`src/hdl/assert_macros.svh`:
```
// concurrent assertion macros for the configuration port design
`ifndef ASSERT_MACROS_SVH
`define ASSERT_MACROS_SVH

`ifndef SYNTHESIS

// same-cycle implication, checked outside reset
`define SIOAB_ASSERT_IMPLY(label, clk, rst_n, ante, cons) \
  label: assert property (@(posedge clk) disable iff (!(rst_n)) (ante) |-> (cons)) \
    else $error("same-cycle implication violated");

// next-cycle implication, checked outside reset
`define SIOAB_ASSERT_NEXT(label, clk, rst_n, ante, cons) \
  label: assert property (@(posedge clk) disable iff (!(rst_n)) (ante) |=> (cons)) \
    else $error("next-cycle implication violated");

`else

`define SIOAB_ASSERT_IMPLY(label, clk, rst_n, ante, cons)
`define SIOAB_ASSERT_NEXT(label, clk, rst_n, ante, cons)

`endif

`endif

```
`src/hdl/sioab_pkg.sv`:
```
// shared types and constants of the index/data configuration port
`default_nettype none

package sioab_pkg;

  // logical device number of the bus bridge
  localparam logic [3:0] BRIDGE_DEVICE_ID = 4'd13;

  // transfer kinds on the input channel
  localparam logic [1:0] ACT_READ     = 2'd0;
  localparam logic [1:0] ACT_WRITE    = 2'd1;
  localparam logic [1:0] ACT_COMPLETE = 2'd2;

  // port numbers
  localparam logic PORT_INDEX = 1'b0;
  localparam logic PORT_DATA  = 1'b1;

  // result kinds
  localparam logic KIND_READ_DATA = 1'b0;
  localparam logic KIND_BUS_REQ   = 1'b1;

  // index port commands
  localparam logic [7:0] CMD_UNLOCK = 8'hA5;
  localparam logic [7:0] CMD_LOCK   = 8'hAA;
  localparam logic [7:0] CMD_TRIGGER_WRITE = 8'hCF;

  // register indexes
  localparam logic [7:0] IDX_SELECT     = 8'h07;
  localparam logic [7:0] IDX_SCRATCH_LO = 8'h20;
  localparam logic [7:0] IDX_SCRATCH_HI = 8'h2F;
  localparam logic [7:0] IDX_ENABLE     = 8'h30;
  localparam logic [7:0] IDX_SERIRQ_LO  = 8'h70;
  localparam logic [7:0] IDX_SERIRQ_HI  = 8'h73;
  localparam logic [7:0] IDX_ADDR_LO    = 8'hF0;
  localparam logic [7:0] IDX_ADDR_HI    = 8'hF3;
  localparam logic [7:0] IDX_DATA_LO    = 8'hF4;
  localparam logic [7:0] IDX_DATA_HI    = 8'hF7;
  localparam logic [7:0] IDX_SIZE       = 8'hF8;
  localparam logic [7:0] IDX_TRIGGER    = 8'hFE;

  // lock counter values
  localparam logic [1:0] LOCK_FULL = 2'd2;
  localparam logic [1:0] LOCK_OPEN = 2'd0;

  // outstanding bus request codes
  localparam logic [1:0] PEND_NONE  = 2'd0;
  localparam logic [1:0] PEND_READ  = 2'd1;
  localparam logic [1:0] PEND_WRITE = 2'd2;

  localparam int SCRATCH_DEPTH = 16;
  localparam int SCRATCH_AW    = $clog2(SCRATCH_DEPTH);

  // one result item, plus a flag to take read data from the scratch memory
  typedef struct packed {
    logic        result_kind;
    logic [7:0]  read_byte;
    logic [31:0] bus_address;
    logic [31:0] bus_write_data;
    logic        bus_is_write;
    logic [1:0]  bus_size_code;
    logic        use_mem;
  } res_t;

  // scratch memory access request
  typedef struct packed {
    logic                  we;
    logic [SCRATCH_AW-1:0] waddr;
    logic [7:0]            wdata;
    logic                  re;
    logic [SCRATCH_AW-1:0] raddr;
  } mem_req_t;

  // control status seen by the top level
  typedef struct packed {
    logic [1:0] lock_count;
    logic [1:0] pending;
  } status_t;

endpackage

`default_nettype wire

```
`src/hdl/sioab_scratch_mem.sv`:
```
// scratch register file held in a synchronous memory with registered read
`default_nettype none

module sioab_scratch_mem
  import sioab_pkg::*;
(
  input  wire logic     clk,
  input  wire logic     rst_n,
  input  wire mem_req_t req,
  output logic [7:0]    rdata
);

  logic [7:0]               mem [SCRATCH_DEPTH];
  logic [SCRATCH_DEPTH-1:0] written_r;
  logic [7:0]               rdata_r;

  // write port
  always_ff @(posedge clk) begin
    if (req.we) begin
      mem[req.waddr] <= req.wdata;
    end
  end

  // entries read as zero until first written
  always_ff @(posedge clk) begin
    if (!rst_n) begin
      written_r <= '0;
    end else if (req.we) begin
      written_r[req.waddr] <= 1'b1;
    end
  end

  // registered read port
  always_ff @(posedge clk) begin
    if (req.re) begin
      rdata_r <= written_r[req.raddr] ? mem[req.raddr] : 8'd0;
    end
  end

  assign rdata = rdata_r;

endmodule

`default_nettype wire

```
`src/hdl/sioab_regs.sv`:
```
// register decode, control state and bridge registers
`default_nettype none

module sioab_regs
  import sioab_pkg::*;
(
  input  wire logic        clk,
  input  wire logic        rst_n,
  input  wire logic        accept,
  input  wire logic [1:0]  action,
  input  wire logic        port_select,
  input  wire logic [7:0]  write_byte,
  input  wire logic [31:0] bus_read_data,
  input  wire logic        bus_error,
  output res_t             res,
  output logic             res_valid,
  output mem_req_t         mem_req,
  output status_t          status
);

  logic [7:0]  index_r, index_nxt;
  logic [1:0]  lock_r, lock_nxt;
  logic [3:0]  select_r, select_nxt;
  logic [7:0]  enable_r, enable_nxt;
  logic [31:0] baddr_r, baddr_nxt;
  logic [31:0] bdata_r, bdata_nxt;
  logic [7:0]  bsize_r, bsize_nxt;
  logic [1:0]  pend_r, pend_nxt;

  logic [7:0]  r;
  logic [7:0]  en_tmp;
  logic        active_rd;
  logic        active_wr;
  logic [7:0]  addr_lane;
  logic [7:0]  data_lane;
  logic [1:0]  lock_dec;

  assign r = index_r;

  // big-endian byte lanes of the bridge words
  always_comb begin
    case (r[1:0])
      2'd0:    addr_lane = baddr_r[31:24];
      2'd1:    addr_lane = baddr_r[23:16];
      2'd2:    addr_lane = baddr_r[15:8];
      default: addr_lane = baddr_r[7:0];
    endcase
    case (r[1:0])
      2'd0:    data_lane = bdata_r[31:24];
      2'd1:    data_lane = bdata_r[23:16];
      2'd2:    data_lane = bdata_r[15:8];
      default: data_lane = bdata_r[7:0];
    endcase
  end

  // bridge active check, for writes with the enable bit as it is after the write
  assign en_tmp    = (r == IDX_ENABLE) ? {7'd0, write_byte[0]} : enable_r;
  assign active_rd = (lock_r == LOCK_OPEN) && (select_r == BRIDGE_DEVICE_ID) && enable_r[0];
  assign active_wr = (lock_r == LOCK_OPEN) && (select_r == BRIDGE_DEVICE_ID) && en_tmp[0];
  assign lock_dec  = (lock_r != LOCK_OPEN) ? lock_r - 2'd1 : LOCK_OPEN;

  // decode of one transfer
  always_comb begin
    index_nxt  = index_r;
    lock_nxt   = lock_r;
    select_nxt = select_r;
    enable_nxt = enable_r;
    baddr_nxt  = baddr_r;
    bdata_nxt  = bdata_r;
    bsize_nxt  = bsize_r;
    pend_nxt   = pend_r;

    res       = '0;
    res.read_byte = 8'hFF;
    res_valid = 1'b0;

    mem_req       = '0;
    mem_req.waddr = r[SCRATCH_AW-1:0];
    mem_req.raddr = r[SCRATCH_AW-1:0];
    mem_req.wdata = write_byte;

    case (action)
      ACT_READ: begin
        res_valid = 1'b1;
        if (port_select == PORT_DATA) begin
          if (r < IDX_ENABLE) begin
            if (r == IDX_SELECT) begin
              res.read_byte = {4'd0, select_r};
            end else if (r inside {[IDX_SCRATCH_LO:IDX_SCRATCH_HI]}) begin
              res.read_byte = 8'h00;
              res.use_mem   = 1'b1;
              mem_req.re    = 1'b1;
            end else begin
              res.read_byte = 8'h00;
            end
          end else if (active_rd) begin
            if (r == IDX_ENABLE) begin
              res.read_byte = enable_r;
            end else if (r inside {[IDX_ADDR_LO:IDX_ADDR_HI]}) begin
              res.read_byte = addr_lane;
            end else if (r inside {[IDX_DATA_LO:IDX_DATA_HI]}) begin
              res.read_byte = data_lane;
            end else if (r == IDX_SIZE) begin
              res.read_byte = bsize_r;
            end else if (r == IDX_TRIGGER) begin
              // bus read request
              res.result_kind   = KIND_BUS_REQ;
              res.read_byte     = 8'h00;
              res.bus_address   = baddr_r;
              res.bus_size_code = bsize_r[1:0];
              pend_nxt          = PEND_READ;
            end
          end
        end
      end
      ACT_WRITE: begin
        if (port_select == PORT_INDEX) begin
          if (write_byte == CMD_UNLOCK) begin
            lock_nxt = lock_dec;
            if (lock_dec == LOCK_OPEN) begin
              select_nxt = 4'd0;
              enable_nxt = 8'd0;
            end
          end else if (write_byte == CMD_LOCK) begin
            lock_nxt = LOCK_FULL;
          end else begin
            index_nxt = write_byte;
          end
        end else if (lock_r == LOCK_OPEN) begin
          if (r == IDX_SELECT) begin
            if (write_byte[7:4] == 4'd0) begin
              select_nxt = write_byte[3:0];
              enable_nxt = 8'd0;
            end
          end else if (r inside {[IDX_SCRATCH_LO:IDX_SCRATCH_HI]}) begin
            mem_req.we = 1'b1;
          end else if (r inside {[IDX_SERIRQ_LO:IDX_SERIRQ_HI]}) begin
            // serial irq registers are write-only and drive nothing here
            enable_nxt = enable_r;
          end else begin
            if (r == IDX_ENABLE) begin
              enable_nxt = en_tmp;
            end
            if (active_wr) begin
              if (r == IDX_ENABLE) begin
                enable_nxt = write_byte;
              end else if (r inside {[IDX_ADDR_LO:IDX_ADDR_HI]}) begin
                case (r[1:0])
                  2'd0:    baddr_nxt[31:24] = write_byte;
                  2'd1:    baddr_nxt[23:16] = write_byte;
                  2'd2:    baddr_nxt[15:8]  = write_byte;
                  default: baddr_nxt[7:0]   = write_byte;
                endcase
              end else if (r inside {[IDX_DATA_LO:IDX_DATA_HI]}) begin
                case (r[1:0])
                  2'd0:    bdata_nxt[31:24] = write_byte;
                  2'd1:    bdata_nxt[23:16] = write_byte;
                  2'd2:    bdata_nxt[15:8]  = write_byte;
                  default: bdata_nxt[7:0]   = write_byte;
                endcase
              end else if (r == IDX_SIZE) begin
                bsize_nxt = write_byte;
              end else if (r == IDX_TRIGGER && write_byte == CMD_TRIGGER_WRITE) begin
                // bus write request
                res_valid          = 1'b1;
                res.result_kind    = KIND_BUS_REQ;
                res.read_byte      = 8'h00;
                res.bus_address    = baddr_r;
                res.bus_write_data = bdata_r;
                res.bus_is_write   = 1'b1;
                res.bus_size_code  = bsize_r[1:0];
                pend_nxt           = PEND_WRITE;
              end
            end
          end
        end
      end
      ACT_COMPLETE: begin
        // only a pending read gets an answer
        if (pend_r == PEND_READ) begin
          res_valid     = 1'b1;
          res.read_byte = bus_error ? 8'hFF : 8'h00;
          if (!bus_error) begin
            bdata_nxt = bus_read_data;
          end
        end
        pend_nxt = PEND_NONE;
      end
      default: begin
        res_valid = 1'b0;
      end
    endcase

    // gate side effects on the transfer
    mem_req.we = mem_req.we & accept;
    mem_req.re = mem_req.re & accept;
  end

  // control state
  always_ff @(posedge clk) begin
    if (!rst_n) begin
      index_r  <= 8'd0;
      lock_r   <= LOCK_FULL;
      select_r <= 4'd0;
      enable_r <= 8'd0;
      baddr_r  <= 32'd0;
      bdata_r  <= 32'd0;
      bsize_r  <= 8'd0;
      pend_r   <= PEND_NONE;
    end else if (accept) begin
      index_r  <= index_nxt;
      lock_r   <= lock_nxt;
      select_r <= select_nxt;
      enable_r <= enable_nxt;
      baddr_r  <= baddr_nxt;
      bdata_r  <= bdata_nxt;
      bsize_r  <= bsize_nxt;
      pend_r   <= pend_nxt;
    end
  end

  assign status.lock_count = lock_r;
  assign status.pending    = pend_r;

endmodule

`default_nettype wire

```
`src/hdl/sioab_out_stage.sv`:
```
// memory wait stage and output register of the result channel
`default_nettype none

module sioab_out_stage
  import sioab_pkg::*;
(
  input  wire logic       clk,
  input  wire logic       rst_n,
  input  wire logic       load,
  input  wire res_t       res,
  input  wire logic [7:0] mem_rdata,
  output logic            in_ready,
  output logic            s1_valid,
  output logic            out_valid,
  input  wire logic       out_ready,
  output logic            out_result_kind,
  output logic [7:0]      out_read_byte,
  output logic [31:0]     out_bus_address,
  output logic [31:0]     out_bus_write_data,
  output logic            out_bus_is_write,
  output logic [1:0]      out_bus_size_code
);

  logic s1_valid_r;
  res_t s1_res_r;
  res_t s1_fwd;
  logic out_valid_r;
  res_t out_res_r;
  logic s1_move;

  assign s1_move  = s1_valid_r && (!out_valid_r || out_ready);
  assign in_ready = !s1_valid_r || !out_valid_r || out_ready;

  // stage waiting on scratch read data
  always_ff @(posedge clk) begin
    if (!rst_n) begin
      s1_valid_r <= 1'b0;
    end else if (load) begin
      s1_valid_r <= 1'b1;
    end else if (s1_move) begin
      s1_valid_r <= 1'b0;
    end
  end

  always_ff @(posedge clk) begin
    if (load) begin
      s1_res_r <= res;
    end
  end

  // merge scratch read data into the waiting result
  always_comb begin
    s1_fwd = s1_res_r;
    if (s1_res_r.use_mem) begin
      s1_fwd.read_byte = mem_rdata;
    end
  end

  // output register
  always_ff @(posedge clk) begin
    if (!rst_n) begin
      out_valid_r <= 1'b0;
    end else if (s1_move) begin
      out_valid_r <= 1'b1;
    end else if (out_ready) begin
      out_valid_r <= 1'b0;
    end
  end

  always_ff @(posedge clk) begin
    if (s1_move) begin
      out_res_r <= s1_fwd;
    end
  end

  assign s1_valid           = s1_valid_r;
  assign out_valid          = out_valid_r;
  assign out_result_kind    = out_res_r.result_kind;
  assign out_read_byte      = out_res_r.read_byte;
  assign out_bus_address    = out_res_r.bus_address;
  assign out_bus_write_data = out_res_r.bus_write_data;
  assign out_bus_is_write   = out_res_r.bus_is_write;
  assign out_bus_size_code  = out_res_r.bus_size_code;

endmodule

`default_nettype wire

```
`src/hdl/superio_config_port_ahb_bridge_unit.sv`:
```
// top level of the index/data configuration port with bus bridge
// a result passes the memory wait stage and then the output register before it is offered
// throughput: one transfer per cycle; input stalls only while both result stages are full
// transfers that cause no result update state only and leave the result path idle
// reset: synchronous active-low rst_n, port locked, registers and scratch zero, no request
`default_nettype none

`include "assert_macros.svh"

module superio_config_port_ahb_bridge_unit
  import sioab_pkg::*;
(
  input  wire logic        clk,
  input  wire logic        rst_n,
  input  wire logic        in_valid,
  output logic             in_ready,
  input  wire logic [1:0]  in_action,
  input  wire logic        in_port_select,
  input  wire logic [7:0]  in_write_byte,
  input  wire logic [31:0] in_bus_read_data,
  input  wire logic        in_bus_error,
  output logic             out_valid,
  input  wire logic        out_ready,
  output logic             out_result_kind,
  output logic [7:0]       out_read_byte,
  output logic [31:0]      out_bus_address,
  output logic [31:0]      out_bus_write_data,
  output logic             out_bus_is_write,
  output logic [1:0]       out_bus_size_code
);

  logic     accept;
  res_t     res;
  logic     res_valid;
  mem_req_t mem_req;
  logic [7:0] mem_rdata;
  status_t  status;
  logic     s1_valid;
  logic     out_req_shown;
  logic     out_read_shown;
  logic     read_bus_clear;
  logic     req_load;

  assign accept = in_valid && in_ready;

  // decode and register state
  sioab_regs u_regs (
    .clk           (clk),
    .rst_n         (rst_n),
    .accept        (accept),
    .action        (in_action),
    .port_select   (in_port_select),
    .write_byte    (in_write_byte),
    .bus_read_data (in_bus_read_data),
    .bus_error     (in_bus_error),
    .res           (res),
    .res_valid     (res_valid),
    .mem_req       (mem_req),
    .status        (status)
  );

  // scratch storage
  sioab_scratch_mem u_mem (
    .clk   (clk),
    .rst_n (rst_n),
    .req   (mem_req),
    .rdata (mem_rdata)
  );

  // result path
  sioab_out_stage u_out (
    .clk                (clk),
    .rst_n              (rst_n),
    .load               (accept && res_valid),
    .res                (res),
    .mem_rdata          (mem_rdata),
    .in_ready           (in_ready),
    .s1_valid           (s1_valid),
    .out_valid          (out_valid),
    .out_ready          (out_ready),
    .out_result_kind    (out_result_kind),
    .out_read_byte      (out_read_byte),
    .out_bus_address    (out_bus_address),
    .out_bus_write_data (out_bus_write_data),
    .out_bus_is_write   (out_bus_is_write),
    .out_bus_size_code  (out_bus_size_code)
  );

  // terms for the checks
  assign out_req_shown  = out_valid && out_result_kind;
  assign out_read_shown = out_valid && !out_result_kind;
  assign read_bus_clear = (out_bus_address == 32'd0) && !out_bus_is_write;
  assign req_load       = accept && res_valid && res.result_kind;

  // checks
  `SIOAB_ASSERT_IMPLY(a_lock_range, clk, rst_n, 1'b1, status.lock_count != 2'd3)
  `SIOAB_ASSERT_IMPLY(a_stall_full, clk, rst_n, !in_ready, s1_valid && out_valid)
  `SIOAB_ASSERT_IMPLY(a_req_no_byte, clk, rst_n, out_req_shown, out_read_byte == 8'h00)
  `SIOAB_ASSERT_IMPLY(a_read_no_bus, clk, rst_n, out_read_shown, read_bus_clear)
  `SIOAB_ASSERT_NEXT(a_req_pending, clk, rst_n, req_load, status.pending != PEND_NONE)

endmodule

`default_nettype wire

```
`config.mk`:
```
export PLATFORM = sky130hd
export DESIGN_NAME = superio_config_port_ahb_bridge_unit
export DESIGN_NICKNAME = d
export VERILOG_FILES = /design/src/hdl/sioab_pkg.sv /design/src/hdl/sioab_scratch_mem.sv /design/src/hdl/sioab_regs.sv /design/src/hdl/sioab_out_stage.sv /design/src/hdl/superio_config_port_ahb_bridge_unit.sv
export VERILOG_INCLUDE_DIRS = /design/src /design/src/hdl
export SDC_FILE = /design/constraint.sdc
export NUM_CORES = 1
export LEC_CHECK = 0
export ABC_AREA = 1
export BUFFER_PORTS_ARGS = -buffer_cell sky130_fd_sc_hd__buf_4
export CORE_MARGIN = 4
export CORE_UTILIZATION = 60
export DETAILED_ROUTE_END_ITERATION = 6
export PLACE_DENSITY = 0.78
export SYNTH_ARGS = -nofsm -noshare
export SYNTH_HDL_FRONTEND = slang
export SYNTH_SLANG_ARGS = --single-unit
```
`constraint.sdc`:
```
create_clock -name clk -period 6.45 [get_ports clk]
set_clock_uncertainty 0.15 [all_clocks]
set_input_delay 0.3225 -clock clk [delete_from_list [all_inputs] [get_ports clk]]
set_output_delay 0.3225 -clock clk [all_outputs]
set_load 0.01 [all_outputs]
```
# ---- After elaboration in Yosys (flattened, before gate mapping)
# Memories as Yosys holds them, arrays and structs flattened. A register that Yosys moved wholly into a read port is not among the register bits.
# Index checks and enable logic that the tools add are counted.
dict set report word_totals {
  output_inout_bits 78
  input_bits 48
  wordCells 289
  mem_bits_rw 128
  regBits 267
  memories 1
}
# memory words width rd rd_ports_with_merged_regs write_ports line
set memory_table {}
lappend memory_table {u_mem.mem 16 8 1 1 1 sioab_scratch_mem.sv:13} ;# logic [7:0] mem [SCRATCH_DEPTH];
dict set report op_classes {
  bitwise_logic 17
  muxes 135
  eq_ne 45
  order_cmp 11
  n_reduce_logical 49
  n_addsub 1
}
# op count
set ops {}
lappend ops {{2-to-1 mux 76 bit} 11}
lappend ops {{2-to-1 mux 32 bit} 16}
lappend ops {{2-to-1 mux 8 bit} 24}
lappend ops {{one-hot mux 32 bit (2 select lines)} 2}
lappend ops {{2-to-1 mux 41 bit} 3}
lappend ops {{one-hot mux 8 bit (3 select lines)} 3}
lappend ops {{2-to-1 mux 2 bit} 29}
lappend ops {{AND reduction 14 bit} 4}
lappend ops {{AND reduction 11 bit} 4}
lappend ops {{== test 8 bit, second input constant} 5}
lappend ops {{inequality test 2 bit, second input constant} 19}
lappend ops {{2-to-1 mux 1 bit} 33}
lappend ops {{2-to-1 mux 4 bit} 7}
lappend ops {{AND reduction 21 bit} 1}
lappend ops {{inequality test 2 x 1 -> 1 bit, second input constant} 10}
lappend ops {{greater-or-equal comparator 8 bit, second input constant} 2}
lappend ops {{less-or-equal comparator 8 bit, second input constant} 2}
lappend ops {{OR 16 bit} 1}
lappend ops {{NOT 1 bit} 14}
lappend ops {{nonzero test 2 bit} 7}
lappend ops {{logical AND 1 bit} 12}
lappend ops {{AND reduction 12 bit} 1}
lappend ops {{OR reduction 12 bit} 1}
lappend ops {{OR reduction 11 bit} 1}
lappend ops {{other kinds (34)} 46}

# ---- Logic depth before layout (Yosys ltp)
# Gate-level depths: netlist (run 1).
dict set report depth {
  word_depth 16
  depth_mapped 17
  depth_no_buf 16
}

# ---- Cells and area by module
# From an unflattened synthesis (run 1), not the netlist that was laid out.
dict set report unflattened {
  hier_cells 1915
  area_unflattened_um2 17510.5
}
# module instances cells_per_inst area_each_um2
set by_module_without_submodules {}
lappend by_module_without_submodules {sioab_scratch_mem 1 668 6557.5}
lappend by_module_without_submodules {sioab_regs 1 1054 6150.9}
lappend by_module_without_submodules {sioab_out_stage 1 189 4784.6}
lappend by_module_without_submodules {superio_config_port_ahb_bridge_unit 1 4 17.5}

# ---- Worst setup path before layout (run 1)
# OpenSTA, ideal clock, no wires.
dict set report synth_path {
  path_type {register to register}
  from {reg u_out.out_valid_r, in the netlist u_out.out_valid}
  to {reg u_out.out_res_r, in the netlist u_out.out_bus_address[0] (enable)}
  stages_incl_launch_ff 4
  arrival_time_ns 3.619
  t_required_ns 5.788
  setup_slack_ns 2.169
  n_path_buf 0
  period_less_slack_ns 4.281
  path_cell_list {dfxtp_1 > inv_1 > nor2_1 > nor2_1}
}
dict set report synth_via {
  elab_chain_len 3
}
# element line
set synth_rtl {}
lappend synth_rtl {{from (decl)} sioab_out_stage.sv:27} ;# logic out_valid_r;
lappend synth_rtl {{from (signal assigned)} sioab_out_stage.sv:62} ;# out_valid_r <= 1'b0;
lappend synth_rtl {{from (signal assigned)} sioab_out_stage.sv:64} ;# out_valid_r <= 1'b1;
lappend synth_rtl {{from (signal assigned)} sioab_out_stage.sv:66} ;# out_valid_r <= 1'b0;
lappend synth_rtl {{zero test 1 bit} sioab_out_stage.sv:31} ;# assign s1_move = s1_valid_r && (!out_valid_r || out_ready);
lappend synth_rtl {{logical OR 1 bit} sioab_out_stage.sv:31}
lappend synth_rtl {{logical AND 1 bit} sioab_out_stage.sv:31}
lappend synth_rtl {{via u_out.s1_move} sioab_out_stage.sv:29} ;# logic s1_move;
lappend synth_rtl {{to (signal assigned)} sioab_out_stage.sv:72} ;# out_res_r <= s1_fwd;
lappend synth_rtl {{to (decl)} sioab_out_stage.sv:28} ;# res_t out_res_r;
# The timed path passes the listed nets, and every way through them passes these cells.
# A chain may end at the register's enable or synchronous reset.

# ---- Final worst setup path (run 1)
dict set report layout_path {
  from {reg u_regs.index_r[0]}
  to {reg u_out.s1_res_r, in the netlist u_out.s1_fwd[55] (enable)}
}
dict set report layout_via {
  elab_chain_len 15
}
# element line
set layout_rtl {}
lappend layout_rtl {{from (decl)} sioab_regs.sv:21} ;# logic [7:0] index_r, index_nxt;
lappend layout_rtl {{from (signal assigned)} sioab_regs.sv:211} ;# index_r <= index_nxt;
lappend layout_rtl {{branches (longest 10 deep; another with greater-or-equal comparator 8 bit)} --}
lappend layout_rtl {{2-to-1 mux 1 bit *} sioab_regs.sv:130} ;# if (r == IDX_SELECT) begin
lappend layout_rtl {{2-to-1 mux 1 bit *} sioab_regs.sv:129} ;# end else if (lock_r == LOCK_OPEN) begin
lappend layout_rtl {{2-to-1 mux 1 bit *} sioab_regs.sv:117} ;# if (port_select == PORT_INDEX) begin
lappend layout_rtl {{one-hot mux 1 bit (3 select lines) *} sioab_regs.sv:82} ;# case (action)
lappend layout_rtl {{logical AND 1 bit *} --}
lappend layout_rtl {{via u_out.load} sioab_out_stage.sv:9} ;# input wire logic load,
lappend layout_rtl {{to (signal assigned)} sioab_out_stage.sv:47} ;# s1_res_r <= res;
lappend layout_rtl {{to (decl)} sioab_out_stage.sv:25} ;# res_t s1_res_r;
# Mark *: on every way through the listed nets, which the timed path passes.

==> flow_metrics.env, run 1 <==
export IMPL_status="finished clean"
export IMPL_routed_via_density=5.992
export IMPL_syn_nets=1574
export IMPL_layout_drive_gt1_share=0.1532
export IMPL_grt_max_degree=75
export IMPL_dr_pass1_iters=6
export IMPL_layout_commonest_cell="edfxtp_1"
export IMPL_async_flop_share=0
export IMPL_power_frac_comb=0.048
export IMPL_die_h_um=173.1
export IMPL_clock_latency_ns=0.53
export IMPL_p_sw_uw=1151
export IMPL_worst_pin_slew_ns=1.137
export IMPL_slew_violations=0
export IMPL_layout_nets=1690
export IMPL_period_share=0.5340
export IMPL_hold_buffers=9
export IMPL_ir_worst_vdd_mv=0.2138
export IMPL_switching_share=0.2104
export IMPL_grt_pass1_vias=11870
export IMPL_cts_tree="built"
export IMPL_cts_buffers_inserted=41
export IMPL_wire_per_inst_um=21.64
export IMPL_num_io_pins=126
export IMPL_relSlewSlack=0.2364
export IMPL_cts_sinks=403
export IMPL_num_vias=12060
export IMPL_die_area_mm2=0.02997
export IMPL_stdcell_area_mm2=0.01894
export IMPL_io_buffers=125
export IMPL_rows=60
export IMPL_worst_setup_path_type="reg -> reg"
export IMPL_antenna_found_initial=0
export IMPL_hold_path_startpoint="in_bus_read_data[22]"
export IMPL_antennaDiodeCount=0
export IMPL_synth_seq_cells=403
export IMPL_root_buffer="clkbuf_16"
export IMPL_min_period_ns=3.445
export IMPL_internal_power_uw=4321
export IMPL_pwr_share_clk=0.435
export IMPL_cts_max_path_buffers=3
export IMPL_cp_arrival_ns=3.49
export IMPL_hold_viol_final=0
export IMPL_cap_violations=0
export IMPL_grt_usage=0.2865
export IMPL_rsz0062_at_grt="no"
export IMPL_drc=0
export IMPL_area_delta_synth_final_pct=15.79
export IMPL_final_cell_mix="289 x edfxtp_1, 265 x nand2_1, 232 x nor2_1"
export IMPL_ys_types=47
export IMPL_powerDensity_mw_per_mm2=288.9
export IMPL_htree_num_levels=2
export IMPL_ys_seq_area_frac=0.6700
export IMPL_fin_tns_setup_ns=0
export IMPL_wirelength_mm=43.54
export IMPL_grt_overflow_total=0
export IMPL_critPathMaxFanout=28
export IMPL_path_clk_slew_ns=0.06
export IMPL_place_ws_ns=3.053
export IMPL_setup_slack_ns=3.005
export IMPL_cts_setup_buffers=0
export IMPL_max_freq_ghz=0.2903
export IMPL_start_util=0.6087
export IMPL_rr_startpoint="u_regs.index_r[0]"
export IMPL_dpl_cell_area_mm2=0.01748
export IMPL_ys_warn_count=0
export IMPL_syn_area_mm2=0.01636
export IMPL_pwr_share_seq=0.516
export IMPL_grt_first_pass_wirelength_mm=67.14
export IMPL_cp_end_kind="flop"
export IMPL_core_area_mm2=0.02688
export IMPL_hp_class="in -> reg"
export IMPL_cts_resized=0
export IMPL_synth_edf_count=289
export IMPL_setup_viol_count_final=0
export IMPL_avgSynthCellArea_um2=10.75
export IMPL_hpwl_mm=28.28
export IMPL_synthFlopType="edfxtp_1"
export IMPL_worstPathRequired_ns=6.50
export IMPL_critPathLaunchType="flop"
export IMPL_routabilityCongestion=1.023
export IMPL_p_leak_uw=0.006636
export IMPL_syn_inst=1522
export IMPL_critPathLaunch="u_regs.index_r[0]"
export IMPL_drt_iter0_drc=1430
export IMPL_die_x_um=173.1
export IMPL_drtAntennaViolNets=0
-- final timing paths --
| path | endpoint | slack [ns] | cells past startpoint |
|---|---|---|---|
| setup / recovery | u_out.s1_fwd[55] | 3.01 | 11 |
| hold / removal | u_regs.bdata_r[22] | 0.002 | 5 |
| setup reg to reg | u_out.s1_fwd[55] | 3.01 | 11 |
| hold reg to reg | u_out.out_bus_write_data[12] | 0.27 | 0 |
-- layout make-up --
class,instances,area (µm²)
Multi-Input combinational cell,929,4622
Clock inverter,17,193.9
Timing Repair Buffer,146,1119
Fill cell,1942,7934
Inverter,117,444.2
Tap cell,341,426.7
Sequential cell,403,10960
Clock buffer,59,1176
-- flip-flops by register name (all words and copies together) (netlist names), 16 cells and up --
signal / flops
u_mem.mem: 128
u_out.s1_fwd: 69
u_out.out_bus_address: 32
u_out.out_bus_write_data: 32
u_regs.baddr_r: 32
u_regs.bdata_r: 32
u_mem.written_r: 16
-- logic make-up (layout without fill, tap and decap cells) --
family / count (synthesis) / in the layout / synth area share
compound gates: 291 / 291 / 0.1058
fa+ha+maj: 4 / 4 / 0.003059
buf+inv: 190 / 339 / 0.04818
flops: 403 / 403 / 0.6700
mux: 8 / 8 / 0.005507
simple gates: 626 / 626 / 0.1675
-- metrics by stage --
step / power, µW / hold WS [ns] / instances / util
after floorplan: 3023 / 0.2503 / 1522 / -
after global placement: 3127 / 0.2529 / 1927 / 0.6505
after detailed placement: 3132 / 0.2545 / 1927 / 0.6505
after CTS: 5493 / 0.0001431 / 2012 / 0.7048
after global routing: 5639 / 0.01744 / 2012 / 0.7048
final: 5473 / 0.001748 / 2012 / 0.7048
-- critical path: stages, from the launching register on --
cell	delay, ns
dfxtp_1	0.67
nor2_4	0.10
nand4_2	0.30
inv_2	0.22
nand2_1	0.17
nand3_4	0.13
nor2_2	0.19
nand3_1	0.13
nand2_1	0.08
nand2_1	0.08
inv_2	0.42
buf_4	0.44
-- per-layer routing --
layer / wire length, µm / track usage
met1: 16930 / 0.3777
met4: 2045 / 0.1327
met2: 20770 / 0.4709
met3: 3803 / 0.04766
met5: 0 / 0
-- power groups by stage --
stage | Sequential (µW) | Combinational [µW] | Clock [µW]
global route | 2830 | 284 | 2530
finish | 2830 | 264 | 2380
floorplan | 2880 | 144 | 0
detailed placement | 2880 | 251 | 0
global placement | 2880 | 248 | 0
CTS | 2830 | 259 | 2410
-- cell usage after synthesis, types with 2 or more instances --
cell type / instances / area (µm²)
buf_4: 9 / 67.56
o21a_1: 3 / 22.52
a31oi_1: 3 / 18.77
nor4_1: 11 / 68.82
ha_1: 4 / 50.05
o2111ai_1: 3 / 26.28
inv_1: 106 / 397.9
a21boi_0: 2 / 15.01
clkbuf_1: 37 / 138.9
a22oi_1: 72 / 540.5
nand3_1: 32 / 160.2
inv_4: 2 / 12.51
nand2_4: 3 / 33.78
nand2_2: 8 / 50.05
o21ai_0: 57 / 285.3
edfxtp_1: 289 / 8678
nor3_1: 20 / 100.1
nor2_4: 7 / 78.83
a211oi_1: 7 / 52.55
a21oi_1: 129 / 645.6
a211oi_2: 2 / 25.02
buf_1: 3 / 11.26
o211ai_1: 7 / 52.55
nand4_2: 2 / 25.02
dfxtp_1: 114 / 2282
inv_2: 9 / 33.78
o22ai_1: 2 / 12.51
nor2_1: 233 / 874.6
buf_2: 23 / 115.1
nand2_1: 265 / 994.7
nand4_1: 14 / 87.58
nor3b_1: 19 / 142.6
nor2_2: 4 / 25.02
mux2_2: 8 / 90.09
(Power assumes the default switching activity.)
==> run 2, diff against run 1 <==
clock period = 3.2 ns   (was 6.45 ns; I/O delays follow)
==> flow_metrics.env, run 2 (synthesized netlist as in run 1, its figures left out) <==
export IMPL_status="finished clean"
export IMPL_grt_use_met3=0.06012
export IMPL_antenna_found_initial=0
export IMPL_drc=0
export IMPL_cts_buffers_inserted=41
export IMPL_hp_class="in -> reg"
export IMPL_min_period_ns=2.812
export IMPL_die_h_um=173.1
export IMPL_hold_path_startpoint="in_write_byte[3]"
export IMPL_htree_num_levels=2
export IMPL_regArea_mm2=0.01096
export IMPL_max_freq_ghz=0.3556
export IMPL_critPathMaxStageDelay_ns=0.44
export IMPL_rows=60
export IMPL_relSlewSlack=0.4532
export IMPL_root_buffer="clkbuf_16"
export IMPL_path_clk_slew_ns=0.06
export IMPL_grt_busiest_layer="met2"
export IMPL_grt_overflow_total=0
export IMPL_top_register="u_mem.mem"
export IMPL_core_area_mm2=0.02688
export IMPL_grt_first_pass_wirelength_mm=70.59
export IMPL_cts_setup_buffers=0
export IMPL_cpMaxStageDelayCell="clkinvlp_4"
export IMPL_final_cell_mix="289 x edfxtp_1, 265 x nand2_1, 232 x nor2_1"
export IMPL_ir_worst_vdd_mv=0.5508
export IMPL_dr_pass1_iters=5
export IMPL_cts_tree="built"
export IMPL_routed_via_density=5.882
export IMPL_worst_pin_slew_ns=0.8202
export IMPL_fill_cells=1820
export IMPL_crit_chain="nor2_1 > nand3_1 > nand2_1 > nor2_1 > nand3_1 > nor2_2 > nand3_1 > nand2_1 > nand2_1 > clkinvlp_4 > buf_12"
export IMPL_die_area_mm2=0.02997
export IMPL_critPathLaunch="u_regs.index_r[7]"
export IMPL_powerDensity_mw_per_mm2=569.6
export IMPL_layout_commonest_cell="edfxtp_1"
export IMPL_hpwl_mm=29.88
export IMPL_drtAntennaViolNets=0
export IMPL_num_vias=12290
export IMPL_cp_arrival_ns=2.94
export IMPL_routabilityCongestion=0.9646
export IMPL_start_util=0.6087
export IMPL_cp_end_kind="flop"
export IMPL_rr_startpoint="u_regs.index_r[7]"
export IMPL_multiInputGateArea_mm2=0.004622
export IMPL_drt_iter0_drc=1296
export IMPL_area_delta_synth_final_pct=20.43
export IMPL_die_x_um=173.1
export IMPL_largest_reg_flops=128
export IMPL_layout_nets=1768
export IMPL_antennaDiodeCount=0
export IMPL_p_leak_uw=0.007009
export IMPL_io_buffers=125
export IMPL_critPathMaxFanout=33
export IMPL_numPlacedInstances=1972
export IMPL_worstPathRequired_ns=3.32
export IMPL_hold_buffers=42
export IMPL_wire_per_inst_um=22.32
export IMPL_met1_usage=0.3880
export IMPL_clock_latency_ns=0.53
export IMPL_critPathLaunchType="flop"
export IMPL_hold_viol_final=0
export IMPL_grt_max_degree=74
export IMPL_stdcell_count=2090
export IMPL_period_share=0.8789
export IMPL_cap_violations=0
export IMPL_layout_drive_gt1_share=0.1710
export IMPL_cts_max_path_buffers=3
export IMPL_slew_violations=0
export IMPL_cts_resized=0
export IMPL_cts_sinks=403
export IMPL_setup_viol_count_final=0
export IMPL_grt_pass1_vias=12070
export IMPL_num_io_pins=126
export IMPL_grt_usage=0.3045
export IMPL_rsz0062_at_grt="no"
export IMPL_met2_usage=0.5117
export IMPL_fin_tns_setup_ns=0
export IMPL_worst_setup_path_type="reg -> reg"
export IMPL_wirelength_mm=46.66
run 2: cell count changes in the layout (fill, tap and decap cells not counted), moves of 2 or more:
cell and change:
clkinv_1 +3, dlygate4sd3_1 +33, clkinv_2 -2, buf_12 +6, inv_6 -2, buf_4 +39
clkinvlp_4 +2
run 2: layer usage:
| metal | wire, µm | vias up |
|---|---|---|
| li1 | - | 5674 |
| met1 | 17690 | 5821 |
| met2 | 22650 | 643 |
| met3 | 4001 | 155 |
| met4 | 2317 | 0 |
| met5 | 0 | - |
run 2: worst max-delay path, delay by kind of cell (launching register included):
kind	cells	cell delay, ns
simple gates	9	1.23
flops	1	0.33
buf+inv	2	0.80
run 2: worst paths after layout:
path	to	slack (ns)	cells after the start
worst max-delay path	u_out.s1_fwd[62]	0.39	11
worst min-delay path	u_regs.index_r[3]	0.02	4
worst max register to register	u_out.s1_fwd[62]	0.39	11
worst min register to register	u_out.out_bus_write_data[31]	0.27	0
run 2: where the power goes:
group | switching (µW) | internal [µW]
registers | 39.6 | 5650
clock network | 1990 | 2940
logic | 390 | 210
run 2: per-stage QoR:
step / worst slack [ns] / total power (µW) / hold WS [ns] / area, µm² / utilization
after floorplan: 0.1774 / 6092 / 0.1089 / 16370 / -
after global placement: 0.5207 / 6335 / 0.2510 / 17900 / 0.6660
after detailed placement: 0.4609 / 6346 / 0.2545 / 17900 / 0.6660
after CTS: 0.4469 / 11230 / 0.005099 / 19700 / 0.7331
after global routing: 0.1988 / 11540 / 0.03238 / 19700 / 0.7331
final: 0.3877 / 11220 / 0.01680 / 19700 / 0.7331
run 2: final cells by class:
class,instances,area share
sequential,403,0.5563
clock buffer,57,0.05881
multi-input combinational,929,0.2346
clock inverter,19,0.01137
tap,341,0.02166
inverter,117,0.02274
timing repair buffer,224,0.09450
